==> config.mk <==
export PLATFORM = sky130hd
export DESIGN_NAME = ipv4_dotted_address_parser_unit
export DESIGN_NICKNAME = d
export VERILOG_FILES = /design/src/ipv4_pkg.sv /design/src/ipv4_dotted_address_parser_unit.sv
export SDC_FILE = /design/constraint.sdc
export NUM_CORES = 1
export LEC_CHECK = 0
export BUFFER_PORTS_ARGS = -buffer_cell sky130_fd_sc_hd__buf_4
export CAP_MARGIN = 30
export CORE_UTILIZATION = 50
export DETAILED_ROUTE_END_ITERATION = 10
export PLACE_DENSITY = 0.67
export SKIP_CTS_REPAIR_TIMING = 1
export SLEW_MARGIN = 20
export SYNTH_ARGS = -nofsm -noshare
export SYNTH_HDL_FRONTEND = slang
export SYNTH_SLANG_ARGS = --single-unit
==> constraint.sdc <==
create_clock -name clk -period 13.45 [get_ports clk]
set_input_delay 1.345 -clock clk [delete_from_list [all_inputs] [get_ports clk]]
set_output_delay 1.345 -clock clk [all_outputs]
set_load 0.005 [all_outputs]
==> src/ipv4_pkg.sv <==
// Shared types and character classes for the IPv4 dotted address parser.
`default_nettype none

package ipv4_pkg;

	// Parser phase within the current part
	typedef enum logic [2:0] {
		PH_START  = 3'd0,
		PH_ZERO   = 3'd1,
		PH_DIGITS = 3'd2,
		PH_TRAIL  = 3'd3,
		PH_ERROR  = 3'd4
	} phase_t;

	// Number base of the current part
	typedef enum logic [1:0] {
		RX_DEC = 2'd0,
		RX_OCT = 2'd1,
		RX_HEX = 2'd2
	} radix_t;

	localparam logic [7:0]  CH_TERM   = 8'h00;
	localparam logic [7:0]  CH_ZERO   = 8'h30;
	localparam logic [7:0]  CH_DOT    = 8'h2E;
	localparam logic [7:0]  CH_X_LO   = 8'h78;
	localparam logic [7:0]  CH_X_UP   = 8'h58;
	localparam logic [1:0]  MAX_SAVED = 2'd3;

	localparam logic [31:0] LIM_TWO   = 32'h00ff_ffff;
	localparam logic [31:0] LIM_THREE = 32'h0000_ffff;
	localparam logic [31:0] LIM_FOUR  = 32'h0000_00ff;

	// Decimal digit '0'..'9'
	function automatic logic is_dec(input logic [7:0] c);
		return c inside {[8'h30:8'h39]};
	endfunction

	// Space, tab, newline, vertical tab, form feed, carriage return
	function automatic logic is_space(input logic [7:0] c);
		return (c == 8'h20) || (c inside {[8'h09:8'h0D]});
	endfunction

	// Hex letter a..f or A..F
	function automatic logic is_hex_letter(input logic [7:0] c);
		return (c inside {[8'h61:8'h66]}) || (c inside {[8'h41:8'h46]});
	endfunction

	// Value of a hex letter; low three bits of a..f / A..F map 1..6 to 10..15
	function automatic logic [3:0] hex_letter_val(input logic [7:0] c);
		return 4'd9 + {1'b0, c[2:0]};
	endfunction

endpackage

`default_nettype wire

==> src/ipv4_dotted_address_parser_unit.sv <==
// IPv4 dotted address parser: character input register, parse state, result register.
`default_nettype none

// Takes the text of an IPv4 address one character per transaction and,
// on the zero terminator, delivers one transaction holding ok and the
// 32-bit address in host order (address is zero when ok is low). Other
// characters deliver nothing. Parts may be decimal, octal (leading 0) or
// hex (0x prefix); one to four parts are accepted, the last one range
// checked. A character is accepted every cycle: it is captured in an
// input register, the parse state is updated by one short step of logic
// (a shift-add by the base) on the next edge, and the result lands in an
// output register. The terminator goes through the input register and then
// into the result register when that is free; the input stalls only while a
// finished result waits and a new terminator needs the output register.
module ipv4_dotted_address_parser_unit
	import ipv4_pkg::*;
(
	input  wire logic        clk,
	input  wire logic        arst_n,
	input  wire logic        in_valid,
	output logic             in_stall,
	input  wire logic [7:0]  char_in,
	output logic             out_valid,
	input  wire logic        out_stall,
	output logic             ok,
	output logic [31:0]      address
);

	logic        valid_s1;
	logic [7:0]  char_s1;

	phase_t      phase_q, phase_d;
	radix_t      radix_q, radix_d;
	logic [31:0] part_q, part_d;
	logic [1:0]  count_q, count_d;
	logic [31:0] saved_q [3];
	logic        save_en;

	logic        out_valid_q;
	logic        ok_q;
	logic [31:0] address_q;

	logic        is_term;
	logic        out_free;
	logic        step;
	logic        ok_d;
	logic [31:0] addr_d;

	radix_t      eff_radix;
	logic [31:0] scaled;
	logic [31:0] dec_next;
	logic [31:0] hex_next;

	assign is_term  = (char_s1 == CH_TERM);
	assign out_free = !out_valid_q || !out_stall;
	assign step     = valid_s1 && (!is_term || out_free);
	assign in_stall = valid_s1 && !step;

	// Capture the incoming character
	always_ff @(posedge clk or negedge arst_n) begin
		if (!arst_n) begin
			valid_s1 <= 1'b0;
		end else if (!in_stall) begin
			valid_s1 <= in_valid;
		end
	end

	always_ff @(posedge clk) begin
		if (!in_stall && in_valid) begin
			char_s1 <= char_in;
		end
	end

	// Shift-add of the accumulator by the base of the current part
	always_comb begin
		eff_radix = (phase_q == PH_ZERO) ? RX_OCT : radix_q;
		case (eff_radix)
			RX_HEX:  scaled = {part_q[27:0], 4'b0000};
			RX_OCT:  scaled = {part_q[28:0], 3'b000};
			default: scaled = {part_q[28:0], 3'b000} + {part_q[30:0], 1'b0};
		endcase
		dec_next = scaled + {28'd0, char_s1[3:0]};
		hex_next = {part_q[27:0], hex_letter_val(char_s1)};
	end

	// Next parse state
	always_comb begin
		phase_d = phase_q;
		radix_d = radix_q;
		part_d  = part_q;
		count_d = count_q;
		save_en = 1'b0;
		if (is_term) begin
			phase_d = PH_START;
			radix_d = RX_DEC;
			part_d  = '0;
			count_d = '0;
		end else begin
			case (phase_q)
				PH_START: begin
					if (!is_dec(char_s1)) begin
						phase_d = PH_ERROR;
					end else if (char_s1 == CH_ZERO) begin
						part_d  = '0;
						radix_d = RX_OCT;
						phase_d = PH_ZERO;
					end else begin
						part_d  = {28'd0, char_s1[3:0]};
						radix_d = RX_DEC;
						phase_d = PH_DIGITS;
					end
				end
				PH_ZERO, PH_DIGITS: begin
					if (phase_q == PH_ZERO) begin
						radix_d = RX_OCT;
					end
					if (phase_q == PH_ZERO && (char_s1 == CH_X_LO || char_s1 == CH_X_UP)) begin
						radix_d = RX_HEX;
						phase_d = PH_DIGITS;
					end else if (is_dec(char_s1)) begin
						part_d  = dec_next;
						phase_d = PH_DIGITS;
					end else if (eff_radix == RX_HEX && is_hex_letter(char_s1)) begin
						part_d  = hex_next;
						phase_d = PH_DIGITS;
					end else if (char_s1 == CH_DOT) begin
						if (count_q == MAX_SAVED) begin
							phase_d = PH_ERROR;
						end else begin
							save_en = 1'b1;
							count_d = count_q + 2'd1;
							part_d  = '0;
							radix_d = RX_DEC;
							phase_d = PH_START;
						end
					end else if (is_space(char_s1)) begin
						phase_d = PH_TRAIL;
					end else begin
						phase_d = PH_ERROR;
					end
				end
				PH_TRAIL: begin
					phase_d = PH_TRAIL;
				end
				default: begin
					phase_d = PH_ERROR;
				end
			endcase
		end
	end

	// Assemble the address and range check the last part
	always_comb begin
		ok_d   = 1'b0;
		addr_d = '0;
		if (phase_q != PH_START && phase_q != PH_ERROR) begin
			case (count_q)
				2'd0: begin
					ok_d   = 1'b1;
					addr_d = part_q;
				end
				2'd1: begin
					ok_d   = (part_q <= LIM_TWO);
					addr_d = part_q | {saved_q[0][7:0], 24'd0};
				end
				2'd2: begin
					ok_d   = (part_q <= LIM_THREE);
					addr_d = part_q | {saved_q[0][7:0], 24'd0} | {saved_q[1][15:0], 16'd0};
				end
				default: begin
					ok_d   = (part_q <= LIM_FOUR);
					addr_d = part_q | {saved_q[0][7:0], 24'd0} | {saved_q[1][15:0], 16'd0}
						| {saved_q[2][23:0], 8'd0};
				end
			endcase
			if (!ok_d) begin
				addr_d = '0;
			end
		end
	end

	// Advance the parse state
	always_ff @(posedge clk or negedge arst_n) begin
		if (!arst_n) begin
			phase_q <= PH_START;
			radix_q <= RX_DEC;
			part_q  <= '0;
			count_q <= '0;
		end else if (step) begin
			phase_q <= phase_d;
			radix_q <= radix_d;
			part_q  <= part_d;
			count_q <= count_d;
		end
	end

	// Hold finished parts before the last
	always_ff @(posedge clk) begin
		if (step && save_en) begin
			saved_q[count_q] <= part_q;
		end
	end

	// Result register
	always_ff @(posedge clk or negedge arst_n) begin
		if (!arst_n) begin
			out_valid_q <= 1'b0;
		end else if (step && is_term) begin
			out_valid_q <= 1'b1;
		end else if (!out_stall) begin
			out_valid_q <= 1'b0;
		end
	end

	always_ff @(posedge clk) begin
		if (step && is_term) begin
			ok_q      <= ok_d;
			address_q <= addr_d;
		end
	end

	assign out_valid = out_valid_q;
	assign ok        = ok_q;
	assign address   = address_q;

endmodule

`default_nettype wire
After elaboration in Yosys (flattened, before gate mapping)
Memories as Yosys holds them, arrays and structs flattened.
Index checks and enable logic that the tools add are counted.
{"block": "word_totals", "regBits": 82, "ramBits": 96, "in_bits": 12, "output_inout_bits": 35, "memories": 1}
{"memory": "saved_q", "words": 3, "word_bits": 32, "read_ports": 3, "rd_clocked_by_memory_dff": 0, "wr": 1, "line": "ipv4_dotted_address_parser_unit.sv:36", "rtl": "logic [31:0] saved_q [3];"}
{"block": "classes", "n_addsub": 4, "order_cmp": 11, "n_eq_ne": 23, "n_mux": 51, "bitwise": 3, "n_reduce_logical": 34}
{"cell": "2-to-1 mux 32 bit", "count": 7}
{"cell": "one-hot mux 32 bit (2 select lines)", "count": 2}
{"cell": "OR 32 bit", "count": 3}
{"cell": "one-hot mux 32 bit (3 select lines)", "count": 1}
{"cell": "adder 32 bit", "count": 1}
{"cell": "adder 32 x 4 -> 32 bit", "count": 1}
{"cell": "<= comparator 32 x 16 -> 1 bit (second input constant)", "count": 1}
{"cell": "<= comparator 32 x 24 -> 1 bit (second input constant)", "count": 1}
{"cell": "<= comparator 32 x 8 -> 1 bit (second input constant)", "count": 1}
{"cell": "2-to-1 mux 2 bit", "count": 16}
{"cell": "== test 8 x 6 -> 1 bit (second input constant)", "count": 3}
{"cell": "2-to-1 mux 3 bit", "count": 8}
{"cell": "== test 8 x 7 -> 1 bit (second input constant)", "count": 2}
{"cell": "greater-or-equal comparator 8 x 7 -> 1 bit (second input constant)", "count": 2}
{"cell": "<= comparator 8 x 7 -> 1 bit (second input constant)", "count": 2}
{"cell": "2-to-1 mux 1 bit", "count": 13}
{"cell": "logical AND 1 bit", "count": 12}
{"cell": "inequality test 5 bit (second input constant)", "count": 2}
{"cell": "inequality test 3 bit (second input constant)", "count": 3}
{"cell": "one-hot mux 3 bit (3 select lines)", "count": 1}
{"cell": "greater-or-equal comparator 8 x 4 -> 1 bit (second input constant)", "count": 1}
{"cell": "greater-or-equal comparator 8 x 6 -> 1 bit (second input constant)", "count": 1}
{"cell": "<= comparator 8 x 4 -> 1 bit (second input constant)", "count": 1}
{"cell": "<= comparator 8 x 6 -> 1 bit (second input constant)", "count": 1}
{"cell": "23 further kinds", "count": 40}

Longest topological paths before layout
Gate-level depths: netlist (run 1).
{"block": "logic_depth", "ltp_word": 12, "ltp_mapped": 22, "mapped_depth_nobuf": 16}

Worst setup path after synthesis (run 1)
OpenSTA, ideal clock, no wires.
{"block": "synth_path", "path_type": "reg-to-reg", "startpoint": "reg phase_q[0]", "endpoint": "reg part_q[29]", "arrival_ns": 4.676, "t_required_ns": 13.330, "path_slack_ns": 8.654, "path_stages_with_launch": 23, "path_buffers": 7, "synth_period_minus_slack_ns": 4.796, "path_cell_list": "dfrtp_1 nor3b_1 or2_2 ha_1 buf_4 buf_2 clkbuf_1 buf_4 clkbuf_1 clkbuf_1 and2_1 ha_1 fa_1 a21o_1 and3_4 nand2_2 or3_1 buf_2 nand3b_4 nor2_2 nand2_1 xnor2_1 a31o_1"}
{"block": "synth_via", "elab_chain_cells": 9}
{"item": "from (decl)", "line": "ipv4_dotted_address_parser_unit.sv:32", "rtl": "phase_t phase_q, phase_d;"}
{"item": "from (signal assigned)", "line": "ipv4_dotted_address_parser_unit.sv:190", "rtl": "phase_q <= phase_d;"}
{"item": "== test 3 x 1 -> 1 bit", "line": "ipv4_dotted_address_parser_unit.sv:76, ipv4_dotted_address_parser_unit.sv:99, ipv4_dotted_address_parser_unit.sv:117"}
{"item": "2-to-1 mux 2 bit", "line": "ipv4_dotted_address_parser_unit.sv:76", "rtl": "eff_radix = (phase_q == PH_ZERO) ? RX_OCT : radix_q;"}
{"item": "== test 2 x 1 -> 1 bit or == test 2 bit (tied branches)", "line": "ipv4_dotted_address_parser_unit.sv:77, ipv4_dotted_address_parser_unit.sv:123"}
{"item": "one-hot mux 32 bit (2 select lines) or logical AND 1 bit (tied branches)", "line": "ipv4_dotted_address_parser_unit.sv:77, ipv4_dotted_address_parser_unit.sv:123"}
{"item": "adder 32 x 4 -> 32 bit or 2-to-1 mux 32 bit (tied branches)", "line": "ipv4_dotted_address_parser_unit.sv:82, ipv4_dotted_address_parser_unit.sv:123"}
{"item": "2-to-1 mux 32 bit", "line": "ipv4_dotted_address_parser_unit.sv:120", "rtl": "end else if (is_dec(char_s1)) begin"}
{"item": "2-to-1 mux 32 bit", "line": "ipv4_dotted_address_parser_unit.sv:117", "rtl": "if (phase_q == PH_ZERO && (char_s1 == CH_X_LO || char_s1 == CH_X_UP)) begin"}
{"item": "one-hot mux 32 bit (2 select lines)", "line": "ipv4_dotted_address_parser_unit.sv:99", "rtl": "case (phase_q)"}
{"item": "2-to-1 mux 32 bit", "line": "ipv4_dotted_address_parser_unit.sv:93", "rtl": "if (is_term) begin"}
{"item": "to (signal assigned)", "line": "ipv4_dotted_address_parser_unit.sv:192", "rtl": "part_q <= part_d;"}
{"item": "to (decl)", "line": "ipv4_dotted_address_parser_unit.sv:34", "rtl": "logic [31:0] part_q, part_d;"}
Several ways; a longest one is shown, not always the timed one. The select of a mux whose other input is x is not followed.
A chain may end at the register's enable or synchronous reset.

Final worst setup path (run 1)
{"block": "layout_path", "startpoint": "reg phase_q[2]", "endpoint": "reg part_q[29]"}
The elaborated chain is that of the path after synthesis.

==> results_dict.tcl, run 1 <==
set metrics [dict create \
    slowest_stage "inv_1" \
    gp_congestion 0.858 \
    ys_async_sr_fraction_pct 31.5 \
    grt_pass1_vias 6758 \
    final_common_cell "nor2_1" \
    diodes 0 \
    setup_ws_ns 8.84 \
    cp_num_buf_inv 2 \
    synth_cells 905 \
    drtIter0Drc 757 \
    routed_wl_um 22100 \
    pwr-share-comb_pct 50.3 \
    num_rows 47 \
    finClkSkew_ns 0.00799 \
    whs_ns 0.472 \
    p_sw_uw 956 \
    worst_setup_path_start_kind "flop" \
    mostFrequentLayoutCells "nor2_1 (104), edfxtp_1 (89), nand2_1 (88), a21oi_1 (87), buf_4 (55)" \
    synth-edff-count 89 \
    fp.dieW_um 133 \
    fin_area_um2 9680 \
    critical_path_peak_fanout 66 \
    hp-class "flop to flop" \
    drc 0 \
    drv_slew 0 \
    synth_nets 960 \
    intPower_uw 1180 \
    path_class "flop to flop" \
    clock_power_share_pct 20.6 \
    start_util_pct 51.6 \
    max-clock-path-buffers 2 \
    setup_tns_ns 0 \
    cts_buffers 17 \
    critPathCaptureType "flop" \
    globalRouteTotalUtil_pct 25.4 \
    hold_violations 0 \
    hpwl_um 15600 \
    vias_per_cell 6.23 \
    drive_above_1_share_pct 12.7 \
    synth-seq-area-share_pct 42.9 \
    switching_share_pct 44.8 \
    power_uw 2130 \
    clk_latency_ns 0.41 \
    num_vias 7270 \
    finalCriticalPeriod_ns 4.61 \
    critPathMaxStageDelay_ns 0.58 \
    clock.fmax_mhz 217 \
    seqPwrFrac_pct 29.2 \
    grt_overflow_total 0 \
    cts-root-buf "clkbuf_16" \
    portBuffers 46 \
    ios 47 \
    synth_cell_type_count 85 \
    yosysWarnings 0 \
    cp_data_required_time_ns 13.75 \
    syn_area_um2 8610 \
    ant_nets 0 \
    place_area_um2 9110 \
    ir_worst_vdd_uv 177 \
    power_density_nw_per_um2 220 \
    grt_max_degree 67 \
    rsz0062_at_grt "no" \
    place_ws_ns 8.90 \
    wire_per_inst_um 18.9 \
    p_leak_uw 0.00383 \
    path_delay_family "simple AND/OR/NAND/NOR gates" \
    num-nets-final 989 \
    worst_slew_pin_slew_ns 0.839 \
    path_cells "nor3b_1 > nand2b_1 > ha_2 > buf_4 > inv_1 > a2111oi_0 > a211oi_1 > and3_4 > nand2_2 > or3_1 > nand3b_4 > nor2_2 > nand2_1 > xnor2_1 > a31o_1" \
    ys.flop_type "edfxtp_1" \
    setup_viol 0 \
    relSlewSlack_pct 44.1 \
    die_area_um2 17800 \
    clkSlewWorstSetupHoldPaths_ns 0.06 \
    cts.sinks 130 \
    syn2layout_area_growth_pct 12.4 \
    period_share_pct 34.2 \
    grt_pass1_wl_um 35500 \
    die_h_um 133 \
    coreArea_um2 16700 \
    avgSynthCellArea_um2 9.52 \
    cts_tree "done" \
    htree_levels 4 \
    ys_ff_latch 130 \
    worstPathArrival_ns 4.91 \
    grt_antenna_before_repair 0 \
    status "finished clean" \
    drt-pass1-iter-count 5 \
    cap_viol_max_count 0 \
]
-- synthesized netlist by cell type, types with 5 or more instances --
master	number	area (um2)
nor2b_1	7	43.8
edfxtp_1	89	2670
nand3_1	10	50.1
a21oi_1	87	435
a221oi_1	23	201
nor2_1	104	390
o21ai_1	15	75.1
o21ai_0	51	255
nand4_1	10	62.6
or3_1	8	50.1
nor4_1	7	43.8
and3_1	5	31.3
clkbuf_1	31	116
a31oi_1	7	43.8
buf_2	9	45.0
xor2_1	15	131
nand2_1	88	330
nand2b_1	11	68.8
a211oi_2	6	75.1
o31ai_1	11	82.6
a21o_1	13	97.6
a22oi_1	18	135
dfrtp_1	41	1030
o211ai_1	5	37.5
mux2i_1	6	60.1
and2_1	24	150
a2111oi_0	5	43.8
nor3_1	13	65.1
inv_1	19	71.3
o21a_1	6	45.0
ha_1	41	513
xnor2_1	20	175
-- registers in the layout, indices dropped and copies added (netlist names) --
register	flops
ok	1
char_s1	8
out_valid	1
address	32
radix_q	2
phase_q	3
part_q	32
count_q	2
saved_q	48
valid_s1	1
-- final timing paths --
| path | to | cells after the start | slack [ns] | from |
|---|---|---|---|---|
| min | radix_q[0]$_DFFE_PN0P_ | 2 | 0.47 | radix_q[0]$_DFFE_PN0P_ |
| max in group asynchronous | part_q[3]$_DFFE_PN0P_ | 1 | 12.15 | arst_n |
| min reg2reg | radix_q[0]$_DFFE_PN0P_ | 2 | 0.47 | radix_q[0]$_DFFE_PN0P_ |
| max reg2reg | part_q[29]$_DFFE_PN0P_ | 15 | 8.84 | phase_q[2]$_DFFE_PN0P_ |
| min in group asynchronous | part_q[26]$_DFFE_PN0P_ | 1 | 0.91 | arst_n |
| max | part_q[29]$_DFFE_PN0P_ | 15 | 8.84 | phase_q[2]$_DFFE_PN0P_ |
-- cells by family (layout without fill, tap and decap cells) --
kind of cell               after synthesis  in the layout  share of synthesized area (%)
AOI/OAI and AO/OA                      305            305                           24.6
DFF                                    130            130                           42.9
muxes                                    6              6                          0.697
and+or+nand+nor                        321            321                           18.5
adders and majority gates               43             43                           6.42
buffers and inverters                   64            106                           3.01
xor gates and xnor gates                36             36                           3.84
-- routing by layer --
metal,up-vias,share of wire (%),GRT usage [%]
li1,3495,-,-
met1,3486,47,36.3
met2,261,47,40.5
met3,28,5.2,3.58
met4,0,1.4,6.82
met5,-,0,0
-- power by group through the flow --
| stage | sequential [uW] | clock (uW) | combinational, uW |
|---|---|---|---|
| after floorplan | 553 | 0 | 873 |
| after global placement | 625 | 0 | 1050 |
| after detailed placement | 626 | 0 | 1050 |
| after CTS | 617 | 443 | 1060 |
| after global routing | 630 | 461 | 1190 |
| final | 622 | 439 | 1070 |
-- stage by stage --
stage               std cells  utilization, %
floorplan                 905               -
global placement         1135            54.6
detailed placement       1135            54.6
CTS                      1167            58.0
global route             1167            58.0
finish                   1167            58.0
-- layout make-up --
class,instances,area [um2]
fillers,1454,7020
multi-input cells,711,4660
flip-flops and latches,130,3700
clock buffers,18,429
repair buffers,55,413
well taps,220,275
clock inverters,14,139
inverters,19,71.3
-- tightest hold or removal path: cells and delay by family, from the launching register on --
kind,cells,cell delay (ns)
DFF,1,0.33
AOI/OAI and AO/OA,1,0.05
and+or+nand+nor,1,0.05
No activity file was read; power rests on OpenSTA's default activity.
==> run 2: changes to the inputs <==
- clock period: 13.45 -> 4.7 ns (I/O delays scaled with it)
==> run 2 against run 1 <==
Compared with the run above:
- sequential cell count unchanged
- sequential share of layout area fell by 0.59 points
- die area unchanged
- register-to-register slack lost 8.2 ns
- maximum frequency increased by 14%
- clock skew up 0.0028 ns
- clock-buffer cell count did not move
- via count rose by 1.3%
- non-clock buffer count grew 17
- sequential power rose to 2.7 times the previous value
- power grew to 2.9 times the previous value
- combinational power grew to 3.1 times the previous value
- largest power group unchanged
==> results_dict.tcl, run 2 (synthesis results as in run 1) <==
set metrics [dict create \
    status "finished clean" \
    final_common_cell "nor2_1" \
    cts_tree "done" \
    cts-root-buf "clkbuf_16" \
    cp_num_buf_inv 1 \
    syn2layout_area_growth_pct 14.2 \
    path_class "flop to flop" \
    relSlewSlack_pct 38.2 \
    use_met3_pct 3.54 \
    clock.fmax_mhz 248 \
    vias_per_cell 6.22 \
    hp-class "input port to asynchronous set/reset pin" \
    setup_viol 0 \
    worst_slew_pin_slew_ns 0.928 \
    globalRouteTotalUtil_pct 26.1 \
    critical_path_peak_fanout 53 \
    multi_input_area_um2 4660 \
    fp.dieW_um 133 \
    reg2reg_from "phase_q[0]$_DFFE_PN0P_" \
    hpwl_um 16000 \
    top_register "saved_q" \
    setup_ws_ns 0.660 \
    ant_nets 0 \
    gp_congestion 0.889 \
    finClkSkew_ns 0.0107 \
    hold_violations 0 \
    worstPathArrival_ns 4.35 \
    intPower_uw 3490 \
    wire_per_inst_um 19.2 \
    switching_share_pct 44.5 \
    ir_worst_vdd_uv 522 \
    p_sw_uw 2800 \
    critPathCaptureType "flop" \
    seqPwrFrac_pct 26.4 \
    cts_buffers 17 \
    drt-pass1-iter-count 5 \
    coreArea_um2 16700 \
    num_rows 47 \
    mostFrequentLayoutCells "nor2_1 (104), edfxtp_1 (89), nand2_1 (88), a21oi_1 (87), buf_4 (72)" \
    p_leak_uw 0.00393 \
    grt_pass1_wl_um 36400 \
    finalCriticalPeriod_ns 4.04 \
    grt_overflow_total 0 \
    ios 47 \
    largest_reg_flops 48 \
    routed_wl_um 22700 \
    drtIter0Drc 727 \
    drv_slew 0 \
    cts.sinks 130 \
    portBuffers 46 \
    drive_above_1_share_pct 14.3 \
    post-place-cells 1152 \
    num_vias 7362 \
    cp_data_required_time_ns 5.01 \
    use_met2_pct 40.3 \
    rsz0062_at_grt "no" \
    cap_viol_max_count 0 \
    clk_latency_ns 0.42 \
    clock_power_share_pct 21.1 \
    start_util_pct 51.6 \
    grt_max_degree 54 \
    fin_cells 1184 \
    setup_tns_ns 0 \
    period_share_pct 86.0 \
    pwr-share-comb_pct 52.5 \
    diodes 0 \
    slowest_stage "buf_4" \
    power_density_nw_per_um2 639 \
    whs_ns 0.0316 \
    top_usage_layer "met2" \
    die_area_um2 17800 \
    grt_antenna_before_repair 0 \
    reg2reg_depth 14 \
    path_delay_family "simple AND/OR/NAND/NOR gates" \
    path_cells "nor3b_1 > or2_2 > ha_2 > buf_4 > a221o_1 > o211ai_1 > and2b_4 > nand2_2 > or3_1 > nand3b_4 > nor2_2 > nand2_1 > xnor2_1 > a31o_1" \
    grt_pass1_vias 6760 \
    max-clock-path-buffers 2 \
    drc 0 \
    die_h_um 133 \
    clkSlewWorstSetupHoldPaths_ns 0.06 \
    fillers 1436 \
    worst_setup_path_start_kind "flop" \
    gr-usage-met1_pct 38.0 \
    final_util_pct 58.9 \
    regArea_um2 3700 \
    r2r_setup_slack_ns 0.66 \
    critPathMaxStageDelay_ns 0.50 \
    htree_levels 4 \
    num-nets-final 1006 \
    r2r_end "part_q[29]$_DFFE_PN0P_" \
    place_ws_ns 0.686 \
]
run 2: how the worst max path moves through the flow:
stage	startpoint	to	slack, ns	cells past startpoint
2_1_floorplan	phase_q[0]$_DFFE_PN0P_	part_q[29]$_DFFE_PN0P_	0.09	22
3_3_place_gp	phase_q[0]$_DFFE_PN0P_	part_q[29]$_DFFE_PN0P_	0.80	14
3_5_place_dp	phase_q[0]$_DFFE_PN0P_	part_q[29]$_DFFE_PN0P_	0.69	14
4_1_cts	phase_q[0]$_DFFE_PN0P_	part_q[29]$_DFFE_PN0P_	0.69	14
5_1_grt	phase_q[0]$_DFFE_PN0P_	part_q[29]$_DFFE_PN0P_	0.42	14
6_report	phase_q[0]$_DFFE_PN0P_	part_q[29]$_DFFE_PN0P_	0.66	14
run 2: through the flow:
stage / power (uW) / cell area, um2
after floorplan: 4080 / 8610
after global placement: 4870 / 9240
after detailed placement: 4890 / 9240
after CTS: 6220 / 9830
after global routing: 6690 / 9830
final: 6290 / 9830
run 2: cell type report:
class | count | share of cell area [%]
Multi-Input combinational cell | 711 | 47.4
Sequential cell | 130 | 37.6
Timing Repair Buffer | 72 | 5.50
Clock buffer | 18 | 4.36
Tap cell | 220 | 2.80
Clock inverter | 14 | 1.65
Inverter | 19 | 0.725
run 2: layer usage:
| layer | vias up | routed length (um) | part of all wire [%] |
|---|---|---|---|
| met1 | 3546 | 10800 | 47 |
| met5 | - | 0 | 0 |
| met3 | 29 | 1240 | 5.5 |
| met2 | 267 | 10300 | 46 |
| li1 | 3520 | - | - |
| met4 | 0 | 347 | 1.5 |
run 2: worst register-to-register path, delay by kind of cell (launching register included):
family | cells | cell delay (ns)
AND/OR/NAND/NOR | 8 | 1.83
AO/OA/AOI/OAI | 3 | 0.54
buffers and inverters | 1 | 0.50
adder cells (fa/ha/maj) | 1 | 0.49
flip-flops | 1 | 0.44
XOR/XNOR | 1 | 0.14
run 2: power by group through the flow:
stage	registers, uW	logic (uW)	clock network (uW)
global route	1670	3640	1380
detailed placement	1670	3220	0
finish	1660	3300	1330
floorplan	1580	2500	0
CTS	1650	3240	1330
global placement	1670	3200	0
==> run 3: changes to the inputs <==
- ABC_AREA: not set -> 1
==> run 3 against run 2 <==
Compared with the run above:
- the flow now finishes with violations (DRC)
- core utilization shrank 0.48 points
- sequential share of layout area shrank 2.8 points
- clock skew grew 0.0011 ns
- final cell count grew 32%
==> results_dict.tcl, run 3 <==
set metrics [dict create \
    status "finished with violations" \
    violations "DRC" \
    yosys.area_share.simple_pct 30.1 \
    top_register "saved_q" \
    worstPathArrival_ns 4.15 \
    ant_nets 0 \
    ys_async_sr_fraction_pct 31.5 \
    hp-class "input port to asynchronous set/reset pin" \
    synth_top_cell_by_area "edfxtp_1" \
    ios 47 \
    globalRouteTotalUtil_pct 28.6 \
    setup_tns_ns 0 \
    place_ws_ns 0.904 \
    fin_area_um2 10600 \
    largest_reg_flops 48 \
    ys.flop_type "edfxtp_1" \
    drt-pass1-iter-count 8 \
    synth_cell_type_count 52 \
    cts.sinks 130 \
    routed_wl_um 27000 \
    rsz0062_at_grt "no" \
    hold_violations 0 \
    place_area_um2 9970 \
    die_h_um 139 \
    cap_viol_max_count 0 \
    ir_worst_vdd_uv 402 \
    grt_antenna_before_repair 0 \
    power_density_nw_per_um2 681 \
    grt_pass1_wl_um 42200 \
    cts_tree "done" \
    wire_per_inst_um 17.3 \
    p_leak_uw 0.00506 \
    num-nets-final 1370 \
    period_share_pct 81.6 \
    worst_setup_path_start_kind "flop" \
    syn_area_um2 9390 \
    synth-adder-area-share_pct 5.89 \
    clkSlewWorstSetupHoldPaths_ns 0.06 \
    seqPwrFrac_pct 25.1 \
    diodes 0 \
    final_common_cell "nand2_1" \
    syn2layout_area_growth_pct 13.3 \
    drtIter0Drc 651 \
    relSlewSlack_pct 36.1 \
    yosysWarnings 0 \
    grt_overflow_total 0 \
    synth_nets 1322 \
    coreArea_um2 18200 \
    synth-seq-area-share_pct 39.4 \
    synth_cells 1267 \
    ys_ff_latch 130 \
    synth_commonest_cells "nand2_1 (343), inv_1 (193), nor2_1 (100)" \
    pwr-share-comb_pct 55.7 \
    fillers 1675 \
    clk_latency_ns 0.44 \
    yosysMostFrequentCell "nand2_1" \
    hpwl_um 20700 \
    drive_above_1_share_pct 13.1 \
    finalCriticalPeriod_ns 3.84 \
    drv_slew 0 \
    synth-edff-count 89 \
    num_vias 8593 \
    start_util_pct 51.6 \
    fp.dieW_um 139 \
    p_sw_uw 3730 \
    power_uw 7240 \
    synth-xor-area-share_pct 0.933 \
    synth.area.mux_share_pct 0 \
    worst_slew_pin_slew_ns 0.956 \
    portBuffers 46 \
    switching_share_pct 51.5 \
    clock_power_share_pct 19.3 \
    setup_ws_ns 0.865 \
    cp_data_required_time_ns 5.01 \
    cts-root-buf "clkbuf_16" \
    synth_top_family_by_area "simple AND/OR/NAND/NOR gates" \
    htree_levels 4 \
    finClkSkew_ns 0.0118 \
    drc 6 \
    clock.fmax_mhz 261 \
    die_area_um2 19300 \
    num_rows 49 \
    max-clock-path-buffers 2 \
    synth_top_area_share_pct 28.5 \
    gp_congestion 0.993 \
    critical_path_peak_fanout 25 \
    intPower_uw 3510 \
    setup_viol 0 \
    mostFrequentLayoutCells "nand2_1 (343), inv_1 (193), nor2_1 (98), nand3_1 (95), edfxtp_1 (89)" \
    grt_max_degree 42 \
    critPathCaptureType "flop" \
    synth-compound-area-share_pct 13.5 \
    path_class "flop to flop" \
    grt_pass1_vias 7765 \
    avgSynthCellArea_um2 7.41 \
    synthTopCellsByArea "edfxtp_1 (28%), nand2_1 (14%), dfrtp_1 (11%)" \
    vias_per_cell 5.52 \
    cts_buffers 17 \
]
-- run 3: cell types whose count changed in the layout (fill, tap and decap cells not counted), moves of 15 or more --
cell / delta
inv_1: +174
nand3_1: +85
inv_2: +21
a221oi_1: -22
o221ai_1: +15
xnor2_1: -15
and2_1: -23
nand2_1: +255
a22oi_1: -15
buf_4: -15
nand2_2: +15
-- run 3: logic make-up (layout without fill, tap and decap cells) --
group	Yosys count	in the layout
adder cells (fa/ha/maj)	43	43
buffers and inverters	248	309
XOR/XNOR	10	10
flip-flops	130	130
AO/OA/AOI/OAI	213	213
AND/OR/NAND/NOR	623	623
-- run 3: worst paths after layout --
kind | startpoint | endpoint | slack, ns | cells past startpoint
max | phase_q[2]$_DFFE_PN0P_ | part_q[26]$_DFFE_PN0P_ | 0.86 | 24
min | arst_n | part_q[29]$_DFFE_PN0P_ | 0.03 | 1
max reg2reg | phase_q[2]$_DFFE_PN0P_ | part_q[26]$_DFFE_PN0P_ | 0.86 | 24
min reg2reg | radix_q[0]$_DFFE_PN0P_ | radix_q[0]$_DFFE_PN0P_ | 0.52 | 2
max in group asynchronous | arst_n | valid_s1$_DFFE_PN0N_ | 4.26 | 1
min in group clk | char_in[6] | char_s1[6]$_DFFE_PP_ | 0.20 | 1
-- run 3: area by class of cell --
type                            instances  area [um2]  share of cell area [%]
Clock inverter                         15         195                    1.84
Clock buffer                           17         425                    4.00
Multi-Input combinational cell        889        4740                    44.6
Timing Repair Buffer                   59         470                    4.42
Sequential cell                       130        3700                    34.8
Inverter                              218         818                    7.69
Tap cell                              229         287                    2.69
-- run 3: per-stage QoR --
step / std cells / util (%) / hold WS (ns)
floorplan: 1267 / - / 0.174
global placement: 1523 / 54.8 / 0.477
detailed placement: 1523 / 54.8 / 0.497
CTS: 1555 / 58.2 / 0.0405
global route: 1557 / 58.4 / 0.0628
finish: 1557 / 58.4 / 0.0250
-- run 3: critical path, cell delays in order (launching register included) --
cell,delay (ns)
dfrtp_1,0.40
inv_1,0.08
nand3_1,0.07
inv_1,0.07
nor2_1,0.16
inv_1,0.08
ha_1,0.26
inv_1,0.55
o31ai_1,0.14
ha_1,0.36
nand3_1,0.11
nand2_1,0.10
nand3_2,0.10
nor2_4,0.14
nand3_2,0.12
nor2_4,0.13
nand3_4,0.09
nor2_4,0.18
nand2_4,0.08
nor2_4,0.19
nand2_1,0.07
nand2_1,0.06
nand3_1,0.06
nand2_1,0.06
o21ai_1,0.06
-- run 3: power groups by stage --
stage	Combinational, uW	Clock, uW	Sequential [uW]
after global routing	4550	1460	1820
after floorplan	3140	0	1580
after CTS	3980	1410	1790
final	4030	1400	1820
after global placement	3910	0	1810
after detailed placement	3950	0	1810
-- run 3: per-layer routing --
layer	vias up	track usage (%)	routed length, um
met1	3955	40.9	12400
met4	0	11.2	850
li1	4277	-	-
met5	-	0	0
met2	310	43.5	11800
met3	51	4.59	1900
